==> src/sv/msc_pkg.sv <==
// Shared types and constants of the motorized shutter controller.
package msc_pkg;

  localparam int unsigned TIME_W = 32;
  localparam int unsigned CFG_W  = 32;

  localparam logic [TIME_W-1:0] RUN_TIMEOUT_RST = 32'd60000;

  typedef enum logic [0:0] {
    CFG_RUN_TIMEOUT = 1'b0,
    CFG_INTER_MODE  = 1'b1
  } cfg_idx_e;

  typedef enum logic [1:0] {
    REQ_NONE  = 2'd0,
    REQ_OPEN  = 2'd1,
    REQ_CLOSE = 2'd2,
    REQ_ABORT = 2'd3
  } req_e;

  typedef enum logic [2:0] {
    ST_SHUT    = 3'd0,
    ST_OPEN    = 3'd1,
    ST_GO_OPEN = 3'd2,
    ST_GO_SHUT = 3'd3,
    ST_HALTED  = 3'd4,
    ST_FAULT   = 3'd5,
    ST_UNINIT  = 3'd7
  } state_e;

  typedef enum logic [1:0] {
    MOTOR_KEEP  = 2'd0,
    MOTOR_RUN   = 2'd1,
    MOTOR_BRAKE = 2'd2
  } motor_e;

  typedef enum logic [1:0] {
    MODE_NONE  = 2'd0,
    MODE_INNER = 2'd1,
    MODE_OUTER = 2'd2
  } inter_mode_e;

  localparam logic DIR_TO_OPEN  = 1'b0;
  localparam logic DIR_TO_CLOSE = 1'b1;

  typedef struct packed {
    logic [1:0]        req_type;
    logic              sw_closed;
    logic              sw_open;
    logic              sw_inter;
    logic [TIME_W-1:0] now_ms;
  } item_t;

  typedef struct packed {
    logic [2:0] shutter_state;
    logic [1:0] motor_cmd;
    logic       motor_dir;
  } result_t;

  // controller state handed between the top level and the step logic
  typedef struct packed {
    state_e            state;
    logic [TIME_W-1:0] move_start_ms;
  } ctrl_t;

  typedef struct packed {
    logic [TIME_W-1:0] run_timeout_ms;
    logic [1:0]        inter_mode;
  } cfg_t;

endpackage

==> src/sv/msc_if.sv <==
// Valid/ready channel interfaces for tick items and results.
interface msc_in_if;
  logic        valid;
  logic        ready;
  logic [1:0]  req_type;
  logic        sw_closed;
  logic        sw_open;
  logic        sw_inter;
  logic [31:0] now_ms;

  modport source (output valid, req_type, sw_closed, sw_open, sw_inter, now_ms,
                  input ready);
  modport sink   (input valid, req_type, sw_closed, sw_open, sw_inter, now_ms,
                  output ready);
endinterface

interface msc_out_if;
  logic       valid;
  logic       ready;
  logic [2:0] shutter_state;
  logic [1:0] motor_cmd;
  logic       motor_dir;

  modport source (output valid, shutter_state, motor_cmd, motor_dir, input ready);
  modport sink   (input valid, shutter_state, motor_cmd, motor_dir, output ready);
endinterface

==> src/sv/motorized_shutter_controller.sv <==
// Top level of the motorized shutter controller.
//
//   channel | dir | transfer when  | payload
//   --------+-----+----------------+---------------------------------------------
//   in_i    | in  | valid && ready | req_type, sw_closed, sw_open, sw_inter, now_ms
//   out_o   | out | valid && ready | shutter_state, motor_cmd, motor_dir
//   cfg     | in  | cfg_we_i       | cfg_idx_i, cfg_data_i
//
// One tick per cycle sustained while out_o is not stalled; a result passes the tick
// register, then the result register, the step logic sitting between the two.
// Reset clears control and sets the configuration to its defaults; the shutter state
// starts uninitialized and the first tick seeds it from the limit switches.
// A stalled result holds the tick register, and in_i.ready drops only when both
// stages are full.
module motorized_shutter_controller (
  input  logic                      clk_i,
  input  logic                      rst_ni,
  msc_in_if.sink                    in_i,
  msc_out_if.source                 out_o,
  input  logic                      cfg_we_i,
  input  msc_pkg::cfg_idx_e         cfg_idx_i,
  input  logic [msc_pkg::CFG_W-1:0] cfg_data_i
);
  import msc_pkg::*;

  logic    tick_valid_q;
  item_t   tick_q;
  logic    out_valid_q;
  result_t out_q;
  ctrl_t   ctrl_q, ctrl_d;
  cfg_t    cfg_q;
  result_t res_d;
  logic    out_free;
  logic    tick_adv;
  logic    in_xfer;

  assign out_free = !out_valid_q || out_o.ready;
  assign tick_adv = tick_valid_q && out_free;
  assign in_i.ready = !tick_valid_q || out_free;
  assign in_xfer = in_i.valid && in_i.ready;

  msc_step u_step (
    .ctrl_i (ctrl_q),
    .cfg_i  (cfg_q),
    .item_i (tick_q),
    .ctrl_o (ctrl_d),
    .res_o  (res_d)
  );

  always_ff @(posedge clk_i or negedge rst_ni) begin
    if (!rst_ni) begin
      cfg_q.run_timeout_ms <= RUN_TIMEOUT_RST;
      cfg_q.inter_mode     <= MODE_NONE;
    end else if (cfg_we_i) begin
      unique case (cfg_idx_i)
        CFG_RUN_TIMEOUT: cfg_q.run_timeout_ms <= cfg_data_i;
        CFG_INTER_MODE:  cfg_q.inter_mode     <= cfg_data_i[1:0];
        default: begin
        end
      endcase
    end
  end

  always_ff @(posedge clk_i or negedge rst_ni) begin
    if (!rst_ni) begin
      tick_valid_q <= 1'b0;
      out_valid_q  <= 1'b0;
      ctrl_q.state         <= ST_UNINIT;
      ctrl_q.move_start_ms <= '0;
    end else begin
      if (in_i.ready) tick_valid_q <= in_i.valid;
      if (out_free)   out_valid_q  <= tick_valid_q;
      // commit the state only as the tick moves to the result register
      if (tick_adv)   ctrl_q       <= ctrl_d;
    end
  end

  always_ff @(posedge clk_i) begin
    if (in_xfer) begin
      tick_q.req_type  <= in_i.req_type;
      tick_q.sw_closed <= in_i.sw_closed;
      tick_q.sw_open   <= in_i.sw_open;
      tick_q.sw_inter  <= in_i.sw_inter;
      tick_q.now_ms    <= in_i.now_ms;
    end
    if (tick_adv) out_q <= res_d;
  end

  assign out_o.valid         = out_valid_q;
  assign out_o.shutter_state = out_q.shutter_state;
  assign out_o.motor_cmd     = out_q.motor_cmd;
  assign out_o.motor_dir     = out_q.motor_dir;

endmodule

==> src/sv/msc_step.sv <==
// Per-tick state update and motor command logic.
module msc_step (
  input  msc_pkg::ctrl_t   ctrl_i,
  input  msc_pkg::cfg_t    cfg_i,
  input  msc_pkg::item_t   item_i,
  output msc_pkg::ctrl_t   ctrl_o,
  output msc_pkg::result_t res_o
);
  import msc_pkg::*;

  state_e            st;
  logic              to_open;
  logic              held;
  logic              target_sw;
  logic [TIME_W-1:0] elapsed;
  motor_e            cmd;
  logic              dir;
  req_e              req;

  assign req     = req_e'(item_i.req_type);
  assign elapsed = item_i.now_ms - ctrl_i.move_start_ms;

  // seed the state from the switches on the first tick after reset
  always_comb begin
    if (ctrl_i.state == ST_UNINIT) begin
      if (item_i.sw_closed)    st = ST_SHUT;
      else if (item_i.sw_open) st = ST_OPEN;
      else                     st = ST_HALTED;
    end else begin
      st = ctrl_i.state;
    end
  end

  assign to_open   = (st == ST_GO_OPEN);
  assign target_sw = to_open ? item_i.sw_open : item_i.sw_closed;
  assign held      = to_open
                   ? ((cfg_i.inter_mode == MODE_INNER) && item_i.sw_inter)
                   : ((cfg_i.inter_mode == MODE_OUTER) && !item_i.sw_inter);

  always_comb begin
    ctrl_o.state         = st;
    ctrl_o.move_start_ms = ctrl_i.move_start_ms;
    cmd                  = MOTOR_KEEP;
    dir                  = DIR_TO_OPEN;
    unique case (st)
      ST_SHUT: begin
        if (req == REQ_OPEN) begin
          ctrl_o.state         = ST_GO_OPEN;
          ctrl_o.move_start_ms = item_i.now_ms;
        end
      end
      ST_OPEN: begin
        if (req == REQ_CLOSE) begin
          ctrl_o.state         = ST_GO_SHUT;
          ctrl_o.move_start_ms = item_i.now_ms;
        end
      end
      ST_HALTED, ST_FAULT: begin
        if (req == REQ_OPEN) begin
          ctrl_o.state         = ST_GO_OPEN;
          ctrl_o.move_start_ms = item_i.now_ms;
        end else if (req == REQ_CLOSE) begin
          ctrl_o.state         = ST_GO_SHUT;
          ctrl_o.move_start_ms = item_i.now_ms;
        end
      end
      ST_GO_OPEN, ST_GO_SHUT: begin
        // end of move wins over interference hold
        if (target_sw) begin
          ctrl_o.state = to_open ? ST_OPEN : ST_SHUT;
          cmd          = MOTOR_BRAKE;
        end else if (req == REQ_ABORT) begin
          ctrl_o.state = ST_HALTED;
          cmd          = MOTOR_BRAKE;
        end else if (elapsed > cfg_i.run_timeout_ms) begin
          ctrl_o.state = ST_FAULT;
          cmd          = MOTOR_BRAKE;
        end else if (held) begin
          cmd = MOTOR_BRAKE;
        end else begin
          cmd = MOTOR_RUN;
          dir = to_open ? DIR_TO_OPEN : DIR_TO_CLOSE;
        end
      end
      default: begin
      end
    endcase
  end

  assign res_o.shutter_state = ctrl_o.state;
  assign res_o.motor_cmd     = cmd;
  assign res_o.motor_dir     = dir;

endmodule

==> src/flat_wrapper.sv <==
// flat-port wrapper written by rule: the top's interface ports become plain ports
module motorized_shutter_controller_flat import msc_pkg::*;
  (clk_i, rst_ni, cfg_we_i, cfg_idx_i, cfg_data_i, in_i_valid, in_i_req_type, in_i_sw_closed, in_i_sw_open, in_i_sw_inter, in_i_now_ms, in_i_ready, out_o_valid, out_o_shutter_state, out_o_motor_cmd, out_o_motor_dir, out_o_ready);
  msc_in_if in_i_i ();
  msc_out_if out_o_i ();
  input  logic clk_i;
  input  logic rst_ni;
  input  logic cfg_we_i;
  input  msc_pkg::cfg_idx_e cfg_idx_i;
  input  logic [msc_pkg::CFG_W-1:0] cfg_data_i;
  input wire logic [$bits(in_i_i.valid)-1:0] in_i_valid;
  input wire logic [$bits(in_i_i.req_type)-1:0] in_i_req_type;
  input wire logic [$bits(in_i_i.sw_closed)-1:0] in_i_sw_closed;
  input wire logic [$bits(in_i_i.sw_open)-1:0] in_i_sw_open;
  input wire logic [$bits(in_i_i.sw_inter)-1:0] in_i_sw_inter;
  input wire logic [$bits(in_i_i.now_ms)-1:0] in_i_now_ms;
  output wire logic [$bits(in_i_i.ready)-1:0] in_i_ready;
  output wire logic [$bits(out_o_i.valid)-1:0] out_o_valid;
  output wire logic [$bits(out_o_i.shutter_state)-1:0] out_o_shutter_state;
  output wire logic [$bits(out_o_i.motor_cmd)-1:0] out_o_motor_cmd;
  output wire logic [$bits(out_o_i.motor_dir)-1:0] out_o_motor_dir;
  input wire logic [$bits(out_o_i.ready)-1:0] out_o_ready;
  assign in_i_i.valid = in_i_valid;
  assign in_i_i.req_type = in_i_req_type;
  assign in_i_i.sw_closed = in_i_sw_closed;
  assign in_i_i.sw_open = in_i_sw_open;
  assign in_i_i.sw_inter = in_i_sw_inter;
  assign in_i_i.now_ms = in_i_now_ms;
  assign in_i_ready = in_i_i.ready;
  assign out_o_valid = out_o_i.valid;
  assign out_o_shutter_state = out_o_i.shutter_state;
  assign out_o_motor_cmd = out_o_i.motor_cmd;
  assign out_o_motor_dir = out_o_i.motor_dir;
  assign out_o_i.ready = out_o_ready;
  motorized_shutter_controller u_core (.clk_i(clk_i), .rst_ni(rst_ni), .in_i(in_i_i), .out_o(out_o_i), .cfg_we_i(cfg_we_i), .cfg_idx_i(cfg_idx_i), .cfg_data_i(cfg_data_i));
endmodule
==> config.mk <==
export PLATFORM = sky130hd
export DESIGN_NAME = motorized_shutter_controller_flat
export DESIGN_NICKNAME = d
export VERILOG_FILES = /design/src/sv/msc_pkg.sv /design/src/sv/msc_if.sv /design/src/sv/motorized_shutter_controller.sv /design/src/sv/msc_step.sv /design/src/flat_wrapper.sv
export SDC_FILE = /design/constraint.sdc
export NUM_CORES = 1
export LEC_CHECK = 0
export ABC_AREA = 0
export BUFFER_PORTS_ARGS = -buffer_cell sky130_fd_sc_hd__buf_2
export CELL_PAD_IN_SITES_DETAIL_PLACEMENT = 1
export CELL_PAD_IN_SITES_GLOBAL_PLACEMENT = 2
export CORE_MARGIN = 2
export CORE_UTILIZATION = 33
export DETAILED_ROUTE_END_ITERATION = 10
export MAX_ROUTING_LAYER = met4
export PLACE_DENSITY_LB_ADDON = 0.1
export SYNTH_ARGS = -nofsm -noshare
export SYNTH_HDL_FRONTEND = slang
export SYNTH_SLANG_ARGS = --single-unit
==> constraint.sdc <==
create_clock -name clk_i -period 4.26 [get_ports clk_i]
set_input_delay 0.426 -clock clk_i [delete_from_list [all_inputs] [get_ports clk_i]]
set_output_delay 0.426 -clock clk_i [all_outputs]
set_load 0.01 [all_outputs]
# ---- Word-level counts from Yosys, hierarchy flattened
# Cells that the tools add are included.
dict set report totals {
  register_bits 114
  mem_bits_ro 0
  ram_bits 0
  latchBits 0
  mem_count 0
  output_inout_bits 8
}
dict set report classes {
  reduce_logical 18
  add_sub_neg 1
  bitwise_logic 2
  n_eq_ne 12
  order_cmp 1
  n_shift 0
  mul 0
  div_mod_pow 0
  muxes 19
}
# operator n
set ops {}
lappend ops {{two-way mux 35 bit} 3}
lappend ops {{one-hot mux 32 bit (3 select lines)} 1}
lappend ops {{> comparator 32 bit} 1}
lappend ops {{subtractor 32 bit} 1}
lappend ops {{two-way mux 3 bit} 6}
lappend ops {{one-hot mux 3 bit (4 select lines)} 1}
lappend ops {{== test 3 bit (second input constant)} 3}
lappend ops {{two-way mux 2 bit} 4}
lappend ops {{== test 2 bit (second input constant)} 3}
lappend ops {{== test 3 x 2 -> 1 bit (second input constant)} 2}
lappend ops {{OR reduction 5 bit} 1}
lappend ops {{== test 2 x 1 -> 1 bit (second input constant)} 2}
lappend ops {{logical AND 1 bit} 4}
lappend ops {{two-way mux 1 bit} 4}
lappend ops {{AND reduction 2 bit} 2}
lappend ops {{OR reduction 2 bit} 2}
lappend ops {{OR reduction 4 bit} 1}
lappend ops {{== test 3 x 1 -> 1 bit (second input constant)} 1}
lappend ops {{zero test 1 bit} 3}
lappend ops {{zero test 3 bit} 1}
lappend ops {{AND reduction 3 bit} 1}
lappend ops {{nonzero test 3 bit} 1}
lappend ops {{logical OR 1 bit} 2}
lappend ops {{inequality test 2 bit (second input constant)} 1}
lappend ops {{inverter 1 bit} 2}

# ---- Longest topological paths before layout
# Gate-level depths: netlist (run 1).
dict set report depth {
  depth_word 9
  mapped_depth 21
  ltp_nobuf 21
}

# ---- By module
# From an unflattened synthesis (run 1), not the netlist that was laid out.
dict set report unflattened {
  cells_unflattened 688
  hier_area_um2 7516.0
}
# mod cells_each area_each_um2 instances
set modules_own_cells {}
lappend modules_own_cells {motorized_shutter_controller 199 4132.7 1}
lappend modules_own_cells {msc_step 489 3383.2 1}

# ---- Least setup slack after synthesis (run 1)
# OpenSTA, ideal clock, no wires.
dict set report synth_timing {
  path_kind {reg-to-reg}
  from {register u_core.tick_q[0] (netlist bit)}
  to {register u_core.out_q, in the netlist u_core.out_o.motor_dir, data pin}
  required_ps 4005
  stages_incl_launch_ff 20
  setup_ps 255
  period_less_slack_ps 4220
  path_buffers 0
  arrival_ps 3965
  path_slack_ps 40
  cell_sequence {edfxtp_1 -> inv_1 -> ha_1 -> inv_1 -> fa_1 -> a211oi_2 -> o21ai_1 -> a21oi_2 -> o31ai_4 -> a311oi_4 -> o311ai_1 -> a21oi_1 -> xnor2_1 -> ha_1 -> nand4_1 -> nor4_1 -> a21oi_1 -> o21ai_0 -> nor4_1 -> and3_1}
}
dict set report synth_between {
  elab_chain_cells 3
}
# element line
set synth_lines {}
lappend synth_lines {{start, declared} motorized_shutter_controller.sv:27} ;# item_t tick_q;
lappend synth_lines {{subtractor 32 bit} msc_step.sv:21} ;# assign elapsed = item_i.now_ms - ctrl_i.move_start_ms;
lappend synth_lines {{> comparator 32 bit} msc_step.sv:75} ;# end else if (elapsed > cfg_i.run_timeout_ms) begin
lappend synth_lines {{OR reduction 5 bit (no source line)} -}
lappend synth_lines {{end signal, assigned} motorized_shutter_controller.sv:86} ;# if (tick_adv) out_q <= res_d;
lappend synth_lines {{end, declared} motorized_shutter_controller.sv:29} ;# result_t out_q;
# Every way passes these cells.
# A chain may end at the register's enable or synchronous reset.

==> results of run 1 <==
==> layer usage <==
metal,GRT usage (%),wire length [µm],vias up
met2,31.8,8970,75
met4,4.85,259,0
met1,20.6,7810,2654
li1,-,-,2724
met5,-,0,-
met3,3.81,494,22
==> cells by family after synthesis <==
logic type	after synthesis	synth area share [%]
buffers and inverters	99	5.66
flip-flops	114	46.1
AO/OA/AOI/OAI	207	19.4
multiplexers	8	1.33
AND/OR/NAND/NOR	178	12.3
XOR/XNOR	24	3.15
adder cells (fa/ha/maj)	64	12.1
==> power by group through the flow <==
stage	clock network, µW	registers (µW)	logic, µW
2_1_floorplan	0	1500	2310
3_3_place_gp	0	1530	3350
3_5_place_dp	0	1540	3450
4_1_cts	1490	1520	3650
5_1_grt	1550	1550	4260
6_report	1450	1520	3770
==> what timing repair did <==
item	in CTS	in global routing
resized for setup	23	24
setup endpoints to repair	9	9
pin swaps	16	15
setup buffers	4	4
hold buffers	0	0
==> flip-flops by register name (all words and copies together), names as in the netlist <==
register                    flops
u_core.out_o.shutter_state      3
u_core.out_o.motor_cmd          2
u_core.out_o.valid              1
u_core.cfg_q                   34
u_core.tick_q                  37
u_core.tick_valid_q             1
u_core.ctrl_q                  35
u_core.out_o.motor_dir          1
==> placed cells by master, fill, tap and decap left out, drive strengths merged, types with 5 or more instances in the layout <==
cell type    n
a211oi       9
xnor2       17
inv         79
edfxtp      43
nand2b       8
clkbuf      25
nand4        8
nor2        29
buf        146
mux2         7
nand2       90
nor3         5
nand3       12
o21ai       97
nor2b        8
dfstp       10
a21oi       46
a31oi        5
dfrtp       61
a21o        17
xor2         7
ha          63
==> metrics by stage <==
stage                     utilization, %  hold WS, ns  total power [µW]  setup WS (ns)
after global routing                43.1        0.158              7350         -0.324
after CTS                           42.4        0.146              6660        -0.0812
after detailed placement            38.8        0.481              4990         -0.462
after floorplan                        -        0.130              3810         0.0397
final                               43.1        0.114              6740       -0.00553
after global placement              38.8        0.470              4880         -0.373
==> final cells by class <==
cell class                      count  area (µm²)  area share, %
Clock buffer                       25         485           5.62
Clock inverter                      7         108           1.25
Inverter                           79         297           3.43
Multi-Input combinational cell    481        3430           39.7
Sequential cell                   114        3080           35.7
Tap cell                          270         338           3.91
Timing Repair Buffer              146         898           10.4
==> worst max-delay path by stage <==
stage | depth (start not counted) | to | slack (ns)
6_report | 21 | u_core.ctrl_q[32] | -0.006
5_1_grt | 21 | u_core.ctrl_q[32] | -0.32
4_1_cts | 22 | u_core.ctrl_q[33] | -0.08
3_5_place_dp | 21 | u_core.out_o.motor_dir | -0.46
3_3_place_gp | 21 | u_core.out_o.motor_dir | -0.37
2_1_floorplan | 19 | u_core.out_o.motor_dir | 0.04
==> summary.txt, run 1 <==
Synthesis
  • Most common cell in the netlist: o21ai_0
  • EDFF count, synth: between 40 and 50
  • Warning count from the yosys run: 0
  • Yosys top cell by area: dfrtp_1
  • FF+latch count, synth: 114
  • Cells after Synth: 694
  • Syn_area_per_cell: about 9.6 µm²
  • Ys flop type: dfrtp_1
  • Post-synthesis sequential area ratio: 46.1%
  • Most frequent cells after synthesis: o21ai_0, nand2_1, inv_1, ha_1, dfrtp_1
  • Synth Cell Area: around 6700 µm²
  • Synthesized net count: 833
  • Synth area leaders: dfrtp_1, edfxtp_1, ha_1
  • Async set or reset register ratio after synthesis: 62.3%
  • Unique masters post-synth: 60
  • Top-area cell type share of the netlist area: 22.9%

Run status
  • Failing checks: setup timing
  • Outcome: finished with violations

Global routing
  • Global-route usage over all layers: around 18%
  • Largest net degree at the start of global routing: 63
  • Initial antenna violation count: 0
  • Vias in the first global route: about 6100
  • Gr ovfl total: 0
  • First-pass GRT wire length: 29900 µm

Pwr
  • Clock share of power: ~22%
  • Switching power total: 2620 µW
  • VDD IR-drop max: roughly 0.31 mV
  • LEAKAGE: 0.00388 µW
  • Reg power frac: between 20 and 25%
  • Internal power: 4120 µW
  • Combinational Power Share: ~56%
  • Sw frac: 38.9%
  • PD cells: 780 nW/µm²

Critical path
  • Reg-to-Reg End: u_core.ctrl_q[32]
  • CP top delay family: compound AO/OA/AOI/OAI gates
  • Worst R2R Path Depth: 21
  • CP max FO: 4
  • Reg-to-reg startpoint: u_core.tick_q[0]
  • Worst setup SP type: register
  • CP startpoint: u_core.tick_q[0]
  • Cell Chain, Critical Path: inv_1 > ha_2 > inv_2 > fa_2 > a211oi_2 > o21ai_1 > a21oi_2 > o31ai_4 > a311oi_4 > buf_6 > o21ai_1 > a211oi_2 > nor2_1 > ha_1 > a21o_1 > a21oi_2 > o221ai_2 > a21oi_2 > o21ai_1 > a31o_2 > mux2_4
  • Slowest cell delay on critical path: 0.39 ns
  • Worst Path Buf+Inv: 3
  • Critical path data arrival time: 4.60 ns
  • Reg2reg setup slack: -0.006 ns
  • Worst Setup End Kind: register
  • Max stage delay cell, worst path: edfxtp_1
  • WP data required: approximately 4.6 ns
  • Kind of critical path: reg -> reg

STA
  • Setup violations, final: 1
  • Max_slew headroom: 30.6%
  • F_max: 234 MHz
  • Slew Viols, Final: 0
  • Setup_tns: -0.00553 ns
  • Final count of hold timing violations: 0
  • RSZ-0062 raised after global routing: yes
  • Min cycle time layout: 4.27 ns
  • Slew @ Worst Pin: 1.04 ns
  • Final worst-path cycle share: 100%
  • Final worst setup slack: -0.00553 ns
  • Fin Clk Skew: a little over 0.01 ns

Clock tree
  • Sink Count: around 110
  • CTS Buf Count: 17
  • Clock buffer depth: 2
  • Clk slew on worst S/H paths: 0.05 ns
  • CTS tree: done
  • Clk root buf: clkbuf_16
  • Htree depth: 4
  • Clock latency on the worst-skew pair: 0.42 ns

Routing
  • Vias per cell: between 4 and 5
  • Final ANT Viol Nets: 0
  • Routed WL: 17500 µm
  • Drt pass-1 iters: 4
  • WL/cell: 15.6 µm
  • Via count: 5475
  • Detailed router's first-iteration violation count: between 150 and 200
  • DRC violations left: 0

Die
  • Core Footprint: 20000 µm²
  • Site row count: 52
  • I/O Pins: 83
  • DIE AREA: 21400 µm²
  • Starting density of the core: 33.3%
  • Die Ht: 146 µm
  • Die width: approximately 150 µm

Finish
  • Non-filler cells, final: 1122
  • Layout cells sized above 1: 27.3%
  • Final Cell Area: 8640 µm²
  • FILL cells: 2334
  • Layout area overhead: 29.4%
  • # diodes: 0
  • Final #Nets: 978

Placement
  • Placed Cells: between 1000 and 1500
  • Area after DPL: 7780 µm²
  • Placer Congestion: roughly 0.8
  • DP HPWL: around 13000 µm
  • I/O Buffers: 82

Run
  • Max cap viols: 0

Min path
  • Worst hold path type: in -> async
No activity file was read; power rests on OpenSTA's default activity.
==> inputs of run 2 (changes only) <==
--- a/config.mk
+++ b/config.mk
@@ -6,14 +6,17 @@
 export NUM_CORES = 1
 export LEC_CHECK = 0
 export ABC_AREA = 0
+export ABC_CLOCK_PERIOD_IN_PS = 4260
 export BUFFER_PORTS_ARGS = -buffer_cell sky130_fd_sc_hd__buf_2
 export CELL_PAD_IN_SITES_DETAIL_PLACEMENT = 1
 export CELL_PAD_IN_SITES_GLOBAL_PLACEMENT = 2
 export CORE_MARGIN = 2
 export CORE_UTILIZATION = 33
 export DETAILED_ROUTE_END_ITERATION = 10
+export GPL_TIMING_DRIVEN = 0
 export MAX_ROUTING_LAYER = met4
 export PLACE_DENSITY_LB_ADDON = 0.1
+export RECOVER_POWER = 100
 export SYNTH_ARGS = -nofsm -noshare
 export SYNTH_HDL_FRONTEND = slang
 export SYNTH_SLANG_ARGS = --single-unit
==> run 2 against run 1 <==
Against the previous run:
- the run ends with capacitance limit, slew limit, setup timing left
- sequential power about the same
- highest routed layer unchanged
- register-to-register slack worse by 0.10 ns
- critical path type unchanged
- via count down 1.8%
- clock power about the same
==> summary.txt, run 2 (synthesis gave the netlist of run 1 again) <==
STA
  • Fin Clk Skew: roughly 0.0095 ns
  • F_max: roughly 230 MHz
  • Max_slew headroom: -20.4%
  • Slew @ Worst Pin: ~1.8 ns
  • Setup violations, final: 7
  • Min cycle time layout: around 4.4 ns
  • Final count of hold timing violations: 0
  • Final worst-path cycle share: 103%
  • RSZ-0062 raised after global routing: yes
  • Slew Viols, Final: 59
  • Final worst setup slack: -0.107 ns

Placement
  • Post-placement worst setup slack: -1.15 ns
  • Area after DPL: roughly 7500 µm²
  • Placer Congestion: 0.846
  • DP HPWL: 13300 µm
  • I/O Buffers: 82

Clock tree
  • Sink Count: ~110
  • CTS Buf Count: 17
  • Clock buffer depth: 2
  • Clk root buf: clkbuf_16
  • Clk slew on worst S/H paths: approximately 0.06 ns
  • Htree depth: 4
  • CTS tree: done
  • Clock latency on the worst-skew pair: 0.42 ns

Finish
  • Final Cell Area: 8350 µm²
  • Most frequent cells in the layout: o21ai_0, nand2_1, inv_1, buf_2, ha_1
  • # diodes: 0
  • Final #Nets: 954
  • Layout area overhead: 25.1%
  • Max FFs per register: 37
  • Regs by FF count: u_core.tick_q: 37 flops, u_core.ctrl_q: 35 flops, u_core.cfg_q: 34 flops
  • Largest reg by FF count: u_core.tick_q
  • Final Util: 41.7%
  • Most common cell after layout, fill and taps aside: o21ai_0
  • Layout cells sized above 1: a little over a fifth
  • FILL cells: about 2300

Die
  • Starting density of the core: 33.3%
  • Die width: 146 µm
  • Site row count: 52
  • DIE AREA: about 21000 µm²
  • Die Ht: approximately 150 µm
  • I/O Pins: 83
  • Core Footprint: 20000 µm²

Routing
  • WL/cell: between 15 and 20 µm
  • Vias per cell: 4.90
  • Routed WL: ~18000 µm
  • DRC violations left: 0
  • Via count: 5377
  • Detailed router's first-iteration violation count: between 200 and 250
  • Drt pass-1 iters: 4
  • Final ANT Viol Nets: 0

Pwr
  • Combinational Power Share: 54.3%
  • Clock share of power: between 20% and 30%
  • PD cells: 767 nW/µm²
  • LEAKAGE: 0.00366 µW
  • Reg power frac: a little under a quarter
  • Internal power: about 3800 µW
  • Switching power total: 2570 µW
  • Sw frac: 40.2%
  • VDD IR-drop max: 0.296 mV

Global routing
  • Initial antenna violation count: 0
  • First-pass GRT wire length: about 30000 µm
  • Vias in the first global route: ~6000
  • Global-route usage over all layers: 18.1%
  • Largest net degree at the start of global routing: 42
  • Gr ovfl total: 0

Run
  • Max cap viols: 2

Critical path
  • Reg2reg setup slack: -0.11 ns
  • CP startpoint: u_core.tick_q[0]
  • WP data required: roughly 4.6 ns
  • Reg-to-reg startpoint: u_core.tick_q[0]
  • Critical path data arrival time: 4.71 ns
  • Worst R2R Path Depth: 21
  • Worst Setup End Kind: register
  • CP max FO: 4
  • Kind of critical path: reg -> reg
  • Worst setup SP type: register
  • Reg-to-Reg End: u_core.ctrl_q[32]

Min path
  • Depth of the worst hold-timing path: 1
  • Worst hold path type: in -> reg
  • Worst Hold Endpoint: u_core.tick_q[35]
  • Min-delay src: in_i_req_type[0]

Run status
  • Outcome: finished with violations
  • Failing checks: capacitance limit, slew limit, setup timing
==> run 2: cell types whose count changed in the layout (fill, tap and decap cells not counted), sizes merged <==
cell	previous run	this run
dlygate4sd3	0	1
clkbuf	25	56
clkinvlp	0	1
clkinv	4	2
buf	146	92
bufinv	3	2
==> run 2: critical path, stage by stage (launching register included) <==
cell and delay (ns):
edfxtp_1 0.39, inv_1 0.07, ha_2 0.18, inv_2 0.04, fa_2 0.36, a211oi_2 0.27, o21ai_2 0.12, a21oi_4 0.23
o31ai_4 0.11, a311oi_4 0.28, buf_6 0.17, o31ai_4 0.08, mux2i_1 0.21, a211oi_2 0.07, ha_1 0.31, nand4_1 0.16
buf_4 0.19, nor4_4 0.20, and3_4 0.27, o21ai_2 0.05, a31o_2 0.27, mux2_4 0.26
==> run 2: timing repair <==
item,in CTS,in global routing
cloned,0,0
buffers inserted,11,6
gates resized for setup,30,17
setup endpoints to repair,9,9
hold buffers,1,0
pin swaps,16,10
endpoints found under the hold margin,27,0
==> run 2: layout make-up <==
type | instances | area (µm²) | area share (%)
plain buffers | 20 | 80.1 | 0.959
clock buffers | 27 | 503 | 6.02
clock inverters | 5 | 77.6 | 0.929
inverters | 79 | 297 | 3.55
multi-input cells | 481 | 3420 | 41.0
flip-flops and latches | 114 | 3080 | 36.9
well taps | 270 | 338 | 4.04
repair buffers | 102 | 557 | 6.67
==> run 2: how the worst max path moves through the flow <==
stage,endpoint,cells after the start
CTS,u_core.ctrl_q[32],21
global route,u_core.ctrl_q[32],21
global placement,u_core.out_o.motor_dir,19
floorplan,u_core.out_o.motor_dir,19
detailed placement,u_core.out_o.motor_dir,19
finish,u_core.ctrl_q[32],21
==> run 2: power groups by stage <==
stage,sequential (µW),combinational (µW),clock [µW]
global placement,1510,2990,0
detailed placement,1520,3100,0
floorplan,1500,2310,0
CTS,1500,3410,1470
finish,1500,3480,1430
global route,1530,3970,1510
==> run 2: metrics by stage <==
stage / setup TNS (ns) / hold WS, ns / instances / total power, µW
floorplan: 0 / 0.130 / 694 / 3810
global placement: -6.83 / 0.471 / 1046 / 4500
detailed placement: -7.88 / 0.406 / 1048 / 4620
CTS: -1.10 / 0.153 / 1092 / 6380
global route: -2.38 / 0.156 / 1098 / 7010
finish: -0.413 / 0.177 / 1098 / 6410
==> run 2: routing by layer <==
metal	track usage (%)	part of all wire (%)
met1	21.7	46
met2	30.8	49
met3	3.75	3.0
met4	5.34	1.4
met5	-	0
==> inputs of run 3 (changes only) <==
--- a/config.mk
+++ b/config.mk
@@ -16,7 +16,7 @@
 export GPL_TIMING_DRIVEN = 0
 export MAX_ROUTING_LAYER = met4
 export PLACE_DENSITY_LB_ADDON = 0.1
-export RECOVER_POWER = 100
+export RECOVER_POWER = 50
 export SYNTH_ARGS = -nofsm -noshare
 export SYNTH_HDL_FRONTEND = slang
 export SYNTH_SLANG_ARGS = --single-unit
==> run 3 against run 2 <==
Against the previous run:
- the flow still finishes with violations (capacitance limit, slew limit, setup timing)
- register-to-register slack hardly changed
- cell count did not move
- worst setup slack got worse by 0.00080 ns
- global-route usage unchanged
- final area is 0.34% higher
- flip-flop and latch count stayed put
- clock skew is essentially flat
- fmax about the same
- sequential share of layout area shrank 0.13 points
- die area unchanged
- worst hold slack worse by 0.0014 ns
==> summary.txt, run 3 (synthesis gave the netlist of run 1 again) <==
Run status
  • Outcome: finished with violations
  • Failing checks: capacitance limit, slew limit, setup timing

Die
  • Starting density of the core: 33.3%
  • Core Footprint: roughly 20000 µm²
  • Site row count: 52
  • Die width: ~150 µm
  • I/O Pins: 83
  • Die Ht: 146 µm
  • DIE AREA: between 20000 and 25000 µm²

Min path
  • Worst hold path type: in -> reg

Global routing
  • First-pass GRT wire length: around 30000 µm
  • Global-route usage over all layers: 18.1%
  • Largest net degree at the start of global routing: 42
  • Initial antenna violation count: 0
  • Gr ovfl total: 0
  • Vias in the first global route: 5846

Routing
  • Via count: around 5400
  • Routed WL: around 18000 µm
  • Final ANT Viol Nets: 0
  • Detailed router's first-iteration violation count: 218
  • DRC violations left: 0
  • Drt pass-1 iters: 4
  • Vias per cell: 4.91
  • WL/cell: 16.1 µm

Critical path
  • WP data required: 4.61 ns
  • Kind of critical path: reg -> reg
  • Critical path data arrival time: 4.71 ns
  • CP max FO: 4
  • Worst Setup End Kind: register
  • Worst setup SP type: register

Finish
  • Layout area overhead: 25.5%
  • # diodes: 0
  • Final #Nets: 954
  • Max FFs per register: 37
  • Final Util: a little over two fifths
  • Regs by FF count: u_core.tick_q: 37 flops, u_core.ctrl_q: 35 flops, u_core.cfg_q: 34 flops
  • Largest reg by FF count: u_core.tick_q
  • Layout cells sized above 1: between 20% and 30%
  • Most frequent cells in the layout: o21ai_0, nand2_1, buf_2, inv_1, ha_1
  • Most common cell after layout, fill and taps aside: o21ai_0

Clock tree
  • Clock latency on the worst-skew pair: 0.42 ns
  • CTS Buf Count: 17
  • Htree depth: 4
  • Clk slew on worst S/H paths: 0.06 ns
  • Clk root buf: clkbuf_16
  • Sink Count: 114
  • Clock buffer depth: 2
  • CTS tree: done

Pwr
  • VDD IR-drop max: approximately 0.30 mV
  • Clock share of power: 22.2%
  • PD cells: 765 nW/µm²
  • Sw frac: 40.1%
  • Reg power frac: a little under a quarter
  • LEAKAGE: 0.00369 µW
  • Combinational Power Share: 54.4%
  • Internal power: about 3800 µW
  • Switching power total: 2580 µW

STA
  • Final count of hold timing violations: 0
  • Max_slew headroom: -22.3%
  • Slew @ Worst Pin: 1.83 ns
  • Final worst setup slack: -0.107 ns
  • Fin Clk Skew: 0.00949 ns
  • Final worst-path cycle share: 103%
  • F_max: roughly 230 MHz
  • Setup_tns: -0.417 ns
  • RSZ-0062 raised after global routing: yes
  • Min cycle time layout: 4.37 ns
  • Hold slack: 0.175 ns
  • Setup violations, final: 7
  • Slew Viols, Final: 32

Run
  • Max cap viols: 1

Placement
  • Placer Congestion: 0.846
  • I/O Buffers: 82
  • DP HPWL: roughly 13000 µm
run 3: cell types whose count changed in the layout (fill, tap and decap cells not counted), sizes merged:
cell / previous run / this run
clkbuf: 56 / 46
buf: 92 / 102
run 3: cell type report:
type                    count  area (µm²)
clock inverters             5        77.6
inverters                  79         297
flip-flops and latches    114        3080
clock buffers              27         503
plain buffers              20        81.3
fillers                  2328       11700
repair buffers            102         583
well taps                 270         338
multi-input cells         481        3420
run 3: through the flow:
| stage | total power [µW] | worst slack, ns | area, µm² | instances |
|---|---|---|---|---|
| 6_report | 6420 | -0.107 | 8380 | 1098 |
| 5_1_grt | 7020 | -0.339 | 8380 | 1098 |
| 4_1_cts | 6380 | -0.194 | 8290 | 1092 |
| 3_5_place_dp | 4620 | -1.15 | 7480 | 1048 |
| 3_3_place_gp | 4500 | -1.01 | 7430 | 1046 |
| 2_1_floorplan | 3810 | 0.0397 | 6680 | 694 |
run 3: worst paths after layout:
check                                      start           endpoint  slack (ns)  cells past startpoint
worst max-delay path            u_core.tick_q[0]  u_core.ctrl_q[32]       -0.11                     21
worst min-delay path            in_i_req_type[0]  u_core.tick_q[35]        0.18                      1
worst max register to register  u_core.tick_q[0]  u_core.ctrl_q[32]       -0.11                     21
worst min register to register  u_core.tick_q[9]   u_core.ctrl_q[9]        0.49                      2
max in group asynchronous                 rst_ni  u_core.ctrl_q[29]        1.29                      3
min in group asynchronous                 rst_ni   u_core.ctrl_q[8]        1.05                      2
run 3: timing repair:
item	CTS	global route
hold buffers	1	0
resized for setup	30	17
cloned	0	0
pin swaps	16	10
endpoints found under the setup margin	9	9
buffers inserted	11	6
endpoints found under the hold margin	27	0
run 3: power by group through the flow:
stage                     combinational, µW  sequential (µW)  clock [µW]
after floorplan                        2310             1500           0
after global placement                 2990             1510           0
after detailed placement               3100             1520           0
after CTS                              3410             1500        1470
after global routing                   3980             1530        1510
final                                  3490             1500        1430
run 3: worst max-delay path, cell delays in order (launching register included):
cell and delay (ns):
edfxtp_1 0.39, inv_1 0.07, ha_2 0.18, inv_2 0.04, fa_2 0.36, a211oi_2 0.27
o21ai_2 0.12, a21oi_4 0.23, o31ai_4 0.11, a311oi_4 0.28, buf_6 0.17, o31ai_4 0.08
mux2i_1 0.21, a211oi_2 0.07, ha_1 0.31, nand4_1 0.16, buf_4 0.19, nor4_4 0.20
and3_4 0.27, o21ai_2 0.05, a31o_2 0.27, mux2_4 0.26
run 3: layer usage:
metal | share of wire (%) | routed length, µm | GRT usage, % | vias to the layer above
met3 | 3.1 | 545 | 3.75 | 23
li1 | - | - | - | 2676
met2 | 49 | 8740 | 30.8 | 70
met1 | 46 | 8120 | 21.7 | 2623
met5 | 0 | 0 | - | -
met4 | 1.6 | 276 | 5.34 | 0
